### src/hw/rtl/knbl_pkg.sv
// Shared types and constants of the keyword/number/bitstring lexer.
// Used by the front, the queue, the back, the top level and the checker.
package knbl_pkg;

  // Source characters the lexer recognizes.
  localparam logic [7:0] CH_NUL   = 8'h00;
  localparam logic [7:0] CH_TAB   = 8'h09;
  localparam logic [7:0] CH_SPACE = 8'h20;
  localparam logic [7:0] CH_QUOTE = 8'h27;
  localparam logic [7:0] CH_OPEN  = 8'h28;
  localparam logic [7:0] CH_CLOSE = 8'h29;
  localparam logic [7:0] CH_DOT   = 8'h2E;
  localparam logic [7:0] CH_0     = 8'h30;
  localparam logic [7:0] CH_1     = 8'h31;
  localparam logic [7:0] CH_9     = 8'h39;
  localparam logic [7:0] CH_A     = 8'h61;
  localparam logic [7:0] CH_C     = 8'h63;
  localparam logic [7:0] CH_E     = 8'h65;
  localparam logic [7:0] CH_I     = 8'h69;
  localparam logic [7:0] CH_L     = 8'h6C;
  localparam logic [7:0] CH_P     = 8'h70;
  localparam logic [7:0] CH_S     = 8'h73;
  localparam logic [7:0] CH_W     = 8'h77;

  // Queue between front and back; depth must be a power of two.
  localparam int KNBL_FIFO_DEPTH = 4;
  localparam int KNBL_PTR_W      = $clog2(KNBL_FIFO_DEPTH);

  typedef enum logic [3:0] {
    TAG_EOF    = 4'd0,
    TAG_OPEN   = 4'd1,
    TAG_CLOSE  = 4'd2,
    TAG_DOTDOT = 4'd3,
    TAG_SWAP   = 4'd4,
    TAG_SLICE  = 4'd5,
    TAG_INT    = 4'd6,
    TAG_BITS   = 4'd7,
    TAG_ERR    = 4'd8
  } tag_t;

  typedef enum logic [2:0] {
    ERR_NONE     = 3'd0,
    ERR_DOT      = 3'd1,
    ERR_KEYWORD  = 3'd2,
    ERR_LEAD_ZERO = 3'd3,
    ERR_BITS_END = 3'd4,
    ERR_INVALID  = 3'd5
  } err_t;

  // One result piece.
  typedef struct packed {
    tag_t       tag;
    logic       has_char;
    logic [7:0] text_char;
    logic       done;
    err_t       err;
  } res_t;

  // Everything one source byte produces, if anything: one or two pieces.
  typedef struct packed {
    logic two;
    res_t r0;
    res_t r1;
  } pkt_t;

  // Queue status seen by the front and back.
  typedef struct packed {
    logic full;
    logic valid;
  } fifo_stat_t;

endpackage

### src/hw/rtl/keyword_number_bitstring_lexer.sv
// Streaming lexer for parentheses, '..', the keywords swap and slice,
// decimal integers and quoted bit strings. One source byte per input beat.
//
// Input channel: in_valid/in_stall with in_char_byte. A beat is taken at a
// clock edge with in_valid high and in_stall low. One byte per cycle is
// accepted as long as the four-entry packet queue has room; in_stall is
// high only while that queue is full.
// Output channel: out_valid/out_stall with one result piece per beat.
// A piece passes through the packet queue and the output register.
// A byte yields zero, one or two pieces; two pieces (an integer end piece
// followed by the lexed terminating byte) leave on two consecutive beats,
// so the output, one piece per cycle unless stalled, sets the steady rate.
// out_last_of_item marks the final piece of each byte.
// While out_stall is high the output register holds its beat unchanged and
// the queue keeps absorbing input until it fills.
// After a lexical error the error piece is the last output; every later
// byte is accepted and dropped until reset.
// Reset (rst_n low, synchronous) empties the queue, marks the output
// register empty and returns the lexer to the between-tokens state.
// Depends on knbl_pkg, knbl_front, knbl_fifo and knbl_back.
module keyword_number_bitstring_lexer
  import knbl_pkg::*;
(
  input  logic       clk,
  input  logic       rst_n,
  input  logic       in_valid,
  output logic       in_stall,
  input  logic [7:0] in_char_byte,
  output logic       out_valid,
  input  logic       out_stall,
  output logic [3:0] out_token_tag,
  output logic       out_has_char,
  output logic [7:0] out_text_char,
  output logic       out_token_done,
  output logic [2:0] out_error_code,
  output logic       out_last_of_item
);

  fifo_stat_t fifo_stat;
  logic       push;
  logic       pop;
  pkt_t       push_pkt;
  pkt_t       head_pkt;
  res_t       out_res;

  // Front: token state machine, one byte per cycle while the queue has room.
  knbl_front u_front (
    .clk         (clk),
    .rst_n       (rst_n),
    .in_valid    (in_valid),
    .in_stall    (in_stall),
    .in_char_byte(in_char_byte),
    .fifo_stat   (fifo_stat),
    .push        (push),
    .push_pkt    (push_pkt)
  );

  // Queue of packets decouples the front from output back-pressure.
  knbl_fifo u_fifo (
    .clk     (clk),
    .rst_n   (rst_n),
    .push    (push),
    .push_pkt(push_pkt),
    .pop     (pop),
    .stat    (fifo_stat),
    .head_pkt(head_pkt)
  );

  // Back: splits packets into single result beats.
  knbl_back u_back (
    .clk      (clk),
    .rst_n    (rst_n),
    .fifo_stat(fifo_stat),
    .head_pkt (head_pkt),
    .pop      (pop),
    .out_valid(out_valid),
    .out_stall(out_stall),
    .out_res  (out_res),
    .out_last (out_last_of_item)
  );

  assign out_token_tag  = out_res.tag;
  assign out_has_char   = out_res.has_char;
  assign out_text_char  = out_res.text_char;
  assign out_token_done = out_res.done;
  assign out_error_code = out_res.err;

endmodule

### src/hw/rtl/knbl_front.sv
// Front end of the lexer: takes source bytes, runs the token state machine
// and emits a packet of one or two result pieces. Depends on knbl_pkg.
module knbl_front
  import knbl_pkg::*;
(
  input  logic       clk,
  input  logic       rst_n,
  input  logic       in_valid,
  output logic       in_stall,
  input  logic [7:0] in_char_byte,
  input  fifo_stat_t fifo_stat,
  output logic       push,
  output pkt_t       push_pkt
);

  typedef enum logic [11:0] {
    ST_IDLE = 12'b0000_0000_0001,
    ST_DOT  = 12'b0000_0000_0010,
    ST_S    = 12'b0000_0000_0100,
    ST_SW   = 12'b0000_0000_1000,
    ST_SWA  = 12'b0000_0001_0000,
    ST_SL   = 12'b0000_0010_0000,
    ST_SLI  = 12'b0000_0100_0000,
    ST_SLIC = 12'b0000_1000_0000,
    ST_INT  = 12'b0001_0000_0000,
    ST_ZERO = 12'b0010_0000_0000,
    ST_BITS = 12'b0100_0000_0000,
    ST_HALT = 12'b1000_0000_0000
  } lex_state_t;

  lex_state_t state_r, state_nxt;
  lex_state_t idle_nxt;
  logic       idle_emit;
  res_t       idle_res;
  logic       emit;
  logic       accept;
  logic       is_digit;
  logic       is_bit;
  pkt_t       pkt;

  function automatic res_t mk_res(tag_t tag, logic has, logic [7:0] ch, logic done,
                                  err_t err);
    res_t r;
    r.tag       = tag;
    r.has_char  = has;
    r.text_char = ch;
    r.done      = done;
    r.err       = err;
    return r;
  endfunction

  assign in_stall = fifo_stat.full;
  assign accept   = in_valid && !in_stall;
  assign is_digit = in_char_byte inside {[CH_0:CH_9]};
  assign is_bit   = in_char_byte inside {CH_0, CH_1};

  // Lexing of a byte seen between tokens.
  always_comb begin
    idle_emit = 1'b1;
    idle_nxt  = ST_IDLE;
    idle_res  = mk_res(TAG_EOF, 1'b0, 8'h00, 1'b1, ERR_NONE);
    case (in_char_byte)
      CH_NUL:   idle_res = mk_res(TAG_EOF, 1'b0, 8'h00, 1'b1, ERR_NONE);
      CH_OPEN:  idle_res = mk_res(TAG_OPEN, 1'b0, 8'h00, 1'b1, ERR_NONE);
      CH_CLOSE: idle_res = mk_res(TAG_CLOSE, 1'b0, 8'h00, 1'b1, ERR_NONE);
      CH_DOT: begin
        idle_emit = 1'b0;
        idle_nxt  = ST_DOT;
      end
      CH_S: begin
        idle_emit = 1'b0;
        idle_nxt  = ST_S;
      end
      CH_QUOTE: begin
        idle_emit = 1'b0;
        idle_nxt  = ST_BITS;
      end
      CH_SPACE, CH_TAB: idle_emit = 1'b0;
      default: begin
        if (is_digit) begin
          idle_res = mk_res(TAG_INT, 1'b1, in_char_byte, 1'b0, ERR_NONE);
          idle_nxt = (in_char_byte == CH_0) ? ST_ZERO : ST_INT;
        end else begin
          idle_res = mk_res(TAG_ERR, 1'b0, 8'h00, 1'b1, ERR_INVALID);
          idle_nxt = ST_HALT;
        end
      end
    endcase
  end

  // Token state machine; any failure sends it to the halt state.
  always_comb begin
    state_nxt = state_r;
    emit      = 1'b0;
    pkt.two   = 1'b0;
    pkt.r0    = mk_res(TAG_ERR, 1'b0, 8'h00, 1'b1, ERR_KEYWORD);
    pkt.r1    = idle_res;
    case (state_r)
      ST_IDLE: begin
        emit      = idle_emit;
        pkt.r0    = idle_res;
        state_nxt = idle_nxt;
      end
      ST_DOT: begin
        emit = 1'b1;
        if (in_char_byte == CH_DOT) begin
          pkt.r0    = mk_res(TAG_DOTDOT, 1'b0, 8'h00, 1'b1, ERR_NONE);
          state_nxt = ST_IDLE;
        end else begin
          pkt.r0    = mk_res(TAG_ERR, 1'b0, 8'h00, 1'b1, ERR_DOT);
          state_nxt = ST_HALT;
        end
      end
      ST_S: begin
        if (in_char_byte == CH_W) begin
          state_nxt = ST_SW;
        end else if (in_char_byte == CH_L) begin
          state_nxt = ST_SL;
        end else begin
          emit      = 1'b1;
          state_nxt = ST_HALT;
        end
      end
      ST_SW: begin
        if (in_char_byte == CH_A) begin
          state_nxt = ST_SWA;
        end else begin
          emit      = 1'b1;
          state_nxt = ST_HALT;
        end
      end
      ST_SL: begin
        if (in_char_byte == CH_I) begin
          state_nxt = ST_SLI;
        end else begin
          emit      = 1'b1;
          state_nxt = ST_HALT;
        end
      end
      ST_SLI: begin
        if (in_char_byte == CH_C) begin
          state_nxt = ST_SLIC;
        end else begin
          emit      = 1'b1;
          state_nxt = ST_HALT;
        end
      end
      ST_SWA: begin
        emit = 1'b1;
        if (in_char_byte == CH_P) begin
          pkt.r0    = mk_res(TAG_SWAP, 1'b0, 8'h00, 1'b1, ERR_NONE);
          state_nxt = ST_IDLE;
        end else begin
          state_nxt = ST_HALT;
        end
      end
      ST_SLIC: begin
        emit = 1'b1;
        if (in_char_byte == CH_E) begin
          pkt.r0    = mk_res(TAG_SLICE, 1'b0, 8'h00, 1'b1, ERR_NONE);
          state_nxt = ST_IDLE;
        end else begin
          state_nxt = ST_HALT;
        end
      end
      ST_INT, ST_ZERO: begin
        emit = 1'b1;
        if (is_digit) begin
          if (state_r == ST_ZERO) begin
            pkt.r0    = mk_res(TAG_ERR, 1'b0, 8'h00, 1'b1, ERR_LEAD_ZERO);
            state_nxt = ST_HALT;
          end else begin
            pkt.r0 = mk_res(TAG_INT, 1'b1, in_char_byte, 1'b0, ERR_NONE);
          end
        end else begin
          // The integer closes and the terminating byte is lexed on its own.
          pkt.r0    = mk_res(TAG_INT, 1'b0, 8'h00, 1'b1, ERR_NONE);
          pkt.two   = idle_emit;
          state_nxt = idle_nxt;
        end
      end
      ST_BITS: begin
        emit = 1'b1;
        if (is_bit) begin
          pkt.r0 = mk_res(TAG_BITS, 1'b1, in_char_byte, 1'b0, ERR_NONE);
        end else if (in_char_byte == CH_QUOTE) begin
          pkt.r0    = mk_res(TAG_BITS, 1'b0, 8'h00, 1'b1, ERR_NONE);
          state_nxt = ST_IDLE;
        end else begin
          pkt.r0    = mk_res(TAG_ERR, 1'b0, 8'h00, 1'b1, ERR_BITS_END);
          state_nxt = ST_HALT;
        end
      end
      default: state_nxt = ST_HALT;
    endcase
  end

  assign push     = accept && emit;
  assign push_pkt = pkt;

  always_ff @(posedge clk) begin
    if (!rst_n) begin
      state_r <= ST_IDLE;
    end else if (accept) begin
      state_r <= state_nxt;
    end
  end

endmodule

### src/hw/rtl/knbl_fifo.sv
// Short packet queue between the lexer front and back.
// Depends on knbl_pkg for the packet type and depth.
module knbl_fifo
  import knbl_pkg::*;
(
  input  logic       clk,
  input  logic       rst_n,
  input  logic       push,
  input  pkt_t       push_pkt,
  input  logic       pop,
  output fifo_stat_t stat,
  output pkt_t       head_pkt
);

  pkt_t                  mem_r [KNBL_FIFO_DEPTH];
  logic [KNBL_PTR_W-1:0] wr_ptr_r, rd_ptr_r;
  logic [KNBL_PTR_W:0]   count_r;
  logic                  do_push, do_pop;

  assign stat.full  = (count_r == (KNBL_PTR_W + 1)'(KNBL_FIFO_DEPTH));
  assign stat.valid = (count_r != '0);
  assign head_pkt   = mem_r[rd_ptr_r];
  assign do_push    = push && !stat.full;
  assign do_pop     = pop && stat.valid;

  always_ff @(posedge clk) begin
    if (do_push) begin
      mem_r[wr_ptr_r] <= push_pkt;
    end
  end

  always_ff @(posedge clk) begin
    if (!rst_n) begin
      wr_ptr_r <= '0;
      rd_ptr_r <= '0;
      count_r  <= '0;
    end else begin
      if (do_push) begin
        wr_ptr_r <= wr_ptr_r + 1'b1;
      end
      if (do_pop) begin
        rd_ptr_r <= rd_ptr_r + 1'b1;
      end
      if (do_push && !do_pop) begin
        count_r <= count_r + 1'b1;
      end else if (do_pop && !do_push) begin
        count_r <= count_r - 1'b1;
      end
    end
  end

endmodule

### src/hw/rtl/knbl_back.sv
// Back end of the lexer: unpacks queued packets into single result beats
// held in an output register. Depends on knbl_pkg.
module knbl_back
  import knbl_pkg::*;
(
  input  logic       clk,
  input  logic       rst_n,
  input  fifo_stat_t fifo_stat,
  input  pkt_t       head_pkt,
  output logic       pop,
  output logic       out_valid,
  input  logic       out_stall,
  output res_t       out_res,
  output logic       out_last
);

  logic out_valid_r;
  logic phase_r;
  res_t res_r;
  logic last_r;
  logic load;
  logic last_nxt;

  // The output register may be refilled when it is empty or being taken.
  assign load     = fifo_stat.valid && (!out_valid_r || !out_stall);
  assign last_nxt = phase_r || !head_pkt.two;
  assign pop      = load && last_nxt;

  always_ff @(posedge clk) begin
    if (!rst_n) begin
      out_valid_r <= 1'b0;
      phase_r     <= 1'b0;
    end else if (load) begin
      out_valid_r <= 1'b1;
      phase_r     <= !last_nxt;
    end else if (!out_stall) begin
      out_valid_r <= 1'b0;
    end
  end

  always_ff @(posedge clk) begin
    if (load) begin
      res_r  <= phase_r ? head_pkt.r1 : head_pkt.r0;
      last_r <= last_nxt;
    end
  end

  assign out_valid = out_valid_r;
  assign out_res   = res_r;
  assign out_last  = last_r;

endmodule

### config.mk
export PLATFORM = sky130hd
export DESIGN_NAME = keyword_number_bitstring_lexer
export DESIGN_NICKNAME = d
export VERILOG_FILES = /design/src/hw/rtl/knbl_pkg.sv /design/src/hw/rtl/keyword_number_bitstring_lexer.sv /design/src/hw/rtl/knbl_front.sv /design/src/hw/rtl/knbl_fifo.sv /design/src/hw/rtl/knbl_back.sv
export SDC_FILE = /design/constraint.sdc
export NUM_CORES = 1
export LEC_CHECK = 0
export BUFFER_PORTS_ARGS = -buffer_cell sky130_fd_sc_hd__buf_2
export CORE_MARGIN = 2
export CORE_UTILIZATION = 61
export DETAILED_ROUTE_END_ITERATION = 16
export PLACE_DENSITY = 0.79
export SLEW_MARGIN = 20
export SYNTH_ARGS = -nofsm -noshare
export SYNTH_HDL_FRONTEND = slang
export SYNTH_SLANG_ARGS = --single-unit
### constraint.sdc
create_clock -name clk -period 3.8 [get_ports clk]
set_input_delay 0.57 -clock clk [delete_from_list [all_inputs] [get_ports clk]]
set_output_delay 0.57 -clock clk [all_outputs]
set_load 0.01 [all_outputs]
==> results.cfg <==
[synth]
yosysWarnings = 0
synth_cells = 466
netlist_area_mm2 = 0.00728
synth-seq-cells = 165
avgSynthCellArea_um2 = 15.6
yosysSeqAreaShare = 0.649
ys_types = 74
async_flop_share = 0
synth_edf_count = 142
synthFlopType = edfxtp_1

[setup_path]
worstSetupPathType = reg2reg
cp.arrival_ns = 3.71
crit_path_cell_trace = nor4_4, nand3_2, or4_1, o311a_2, a21oi_4, ha_1, inv_1, fa_1, xor2_1, or3_1, a21boi_0
worst_setup_path_start_kind = register
critPathTopFamily = simple AND/OR/NAND/NOR gates
cp_max_fo = 9
cp_data_required_time_ns = 4.15
slowest_delay_ns = 0.54
crit_slowest_cell = nor4_4
endpoint_kind = register
critPathBufInv = 1

[routing]
drt_iter0_drc = 428
met1Wirelength_um = 6150
drt-wirelength-per-cell_um = 21.4
final_antenna_net_count = 0
viasPerCell = 6.35
wl_met3_um = 779
dr_total_vias = 4292
wl_met2_um = 7310
drc_errors = 2
topRoutingLayerUsed = met4
wirelength_um = 14500
firstDrtPassIters = 11

[pwr]
power_switching_mw = 1.37
ir_worst_vdd_mv = 0.532
leakage_nw = 2.79
p_int_mw = 3.71
switching_share = 0.270
sequentialPowerShare = 0.464
power_density_mw_per_mm2 = 619
power_frac_clock = 0.323
p_comb_frac = 0.213

[placed_design]
gp_congestion = 0.921
io_buffers = 31
hpwl_um = 8940

[timing]
finClkSkew_ns = 0.00777
rsz0062_at_grt = no
fmaxAchievable_ghz = 0.297
finalHoldViolCount = 0
holdWs_ns = 0.433
slew-limit-headroom = 0.330
period_share = 0.886
setup_tns_ns = 0
worstMarginPinSlew_ns = 0.995
fin_crit_ns = 3.37
setup_viol = 0
maxSlewViolCount = 0

[clock_tree]
cts.sinks = 165
post_cts_buffers = 0
cts_root_buffer = clkbuf_16
post_cts_resized = 0
ctsHoldBuffers = 0
cts_buffers = 17
path_clk_slew_ns = 0.06
cts_tree = yes
cts_htree_levels = 4
clk_latency_ns = 0.43
clock_path_buffers = 2

[finish]
antennaDiodeCount = 0
drive_gt1_frac = 0.263
area_delta_synth_final_pct = 12.8
final_common_cell = edfxtp_1
mostFrequentLayoutCells = 142 x edfxtp_1, 31 x mux4_2, 31 x buf_2, 28 x nand2_1, 22 x dfxtp_1
final_nets = 538

[global_routing]
grt_max_degree = 32
grt.total_usage = 0.240
overflow = 0
grt_pass1_vias = 4316
grt_pass1_wl_um = 22800
antenna_found_initial = 0

[floorplanning]
io_pins = 32
dieArea_mm2 = 0.0128
std_cell_rows = 39
chipWidth_um = 113
fp.dieH_um = 113
core_mm2 = 0.0115
initial_core_util = 0.632

[run_status]
violations = design-rule violations
status = finished, violations left

[worst_hold_path]
hold_path.class = in2reg

[job]
max_cap_viol_count = 0
## registers in the layout (all words and copies together) (netlist names), named ones only
signal	count
u_back.out_last	1
u_back.out_res	17
u_back.out_valid	1
u_fifo.rd_ptr_r	2
u_fifo.count_r	3
u_front.state_r	12
u_fifo.wr_ptr_r	2
u_fifo.mem_r	124
u_back.phase_r	1
## area by class of cell
type	instances	area, um^2
Timing Repair Buffer	41	230
Clock buffer	23	512
Sequential cell	165	4730
Fill cell	759	3310
Multi-Input combinational cell	280	2440
Clock inverter	9	62.6
Tap cell	143	179
Inverter	15	56.3
## Yosys cell counts (all sizes together), types with 10 or more instances
cell / number / area, um^2
a21boi: 12 / 90.1
and2: 15 / 93.8
buf: 13 / 80.1
dfxtp: 23 / 460
edfxtp: 142 / 4260
inv: 15 / 56.3
mux2: 11 / 124
mux4: 31 / 698
nand2: 30 / 123
nand3: 10 / 55.1
nor2: 15 / 58.8
nor4: 11 / 126
o21ai: 15 / 78.8
## power groups by stage
| stage | Sequential, mW | Combinational (mW) | Clock (mW) |
|---|---|---|---|
| after CTS | 2.36 | 1.10 | 1.66 |
| after detailed placement | 2.40 | 1.08 | 0 |
| after global placement | 2.38 | 1.05 | 0 |
| after global routing | 2.38 | 1.18 | 1.74 |
| final | 2.36 | 1.08 | 1.64 |
| after floorplan | 2.44 | 0.694 | 0 |
## path summary, 6_finish.rpt
path | depth (start not counted) | from | to | slack (ns)
worst min-delay path | 3 | out_stall | u_back.out_valid$_SDFFE_PN0P_ | 0.43
worst min register to register | 2 | u_back.out_valid$_SDFFE_PN0P_ | u_back.out_valid$_SDFFE_PN0P_ | 0.51
worst max-delay path | 11 | u_front.state_r[11]$_SDFFE_PN0P_ | u_fifo.count_r[2]$_SDFFE_PN0P_ | 0.43
worst max register to register | 11 | u_front.state_r[11]$_SDFFE_PN0P_ | u_fifo.count_r[2]$_SDFFE_PN0P_ | 0.43
## logic make-up (layout without fill, tap and decap cells)
logic type | after synthesis | after routing | share of synthesized area
AO/OA/AOI/OAI | 53 | 53 | 0.0542
XOR/XNOR | 6 | 6 | 0.00722
adder cells (fa/ha/maj) | 6 | 6 | 0.0114
buffers and inverters | 36 | 88 | 0.0230
flip-flops | 165 | 165 | 0.649
multiplexers | 46 | 46 | 0.118
other | 1 | 16 | 0.000515
AND/OR/NAND/NOR | 153 | 153 | 0.136
## worst reg2reg max path, stage by stage, from the launching register on
cell	delay, ns
dfxtp_1	0.40
nor4_4	0.54
nand3_2	0.19
or4_1	0.44
o311a_2	0.18
a21oi_4	0.25
ha_1	0.23
inv_1	0.06
fa_1	0.37
xor2_1	0.16
or3_1	0.29
a21boi_0	0.18
## metal layers
| layer | global-route usage | vias up |
|---|---|---|
| met2 | 0.386 | 165 |
| met3 | 0.0557 | 28 |
| met1 | 0.322 | 2177 |
| met4 | 0.0935 | 0 |
| met5 | 0 | - |
| li1 | - | 1922 |
## metrics by stage
| stage | instance area (um^2) | setup slack [ns] | power (mW) | util | std cells |
|---|---|---|---|---|---|
| CTS | 8210 | 0.465 | 5.12 | 0.713 | 676 |
| global placement | 7630 | 0.433 | 3.43 | 0.663 | 644 |
| floorplan | 7330 | 0.659 | 3.14 | - | 481 |
| global route | 8210 | 0.222 | 5.30 | 0.713 | 676 |
| detailed placement | 7630 | 0.247 | 3.48 | 0.663 | 644 |
| finish | 8210 | 0.433 | 5.09 | 0.713 | 676 |
Power figures use the tool's default switching activity.
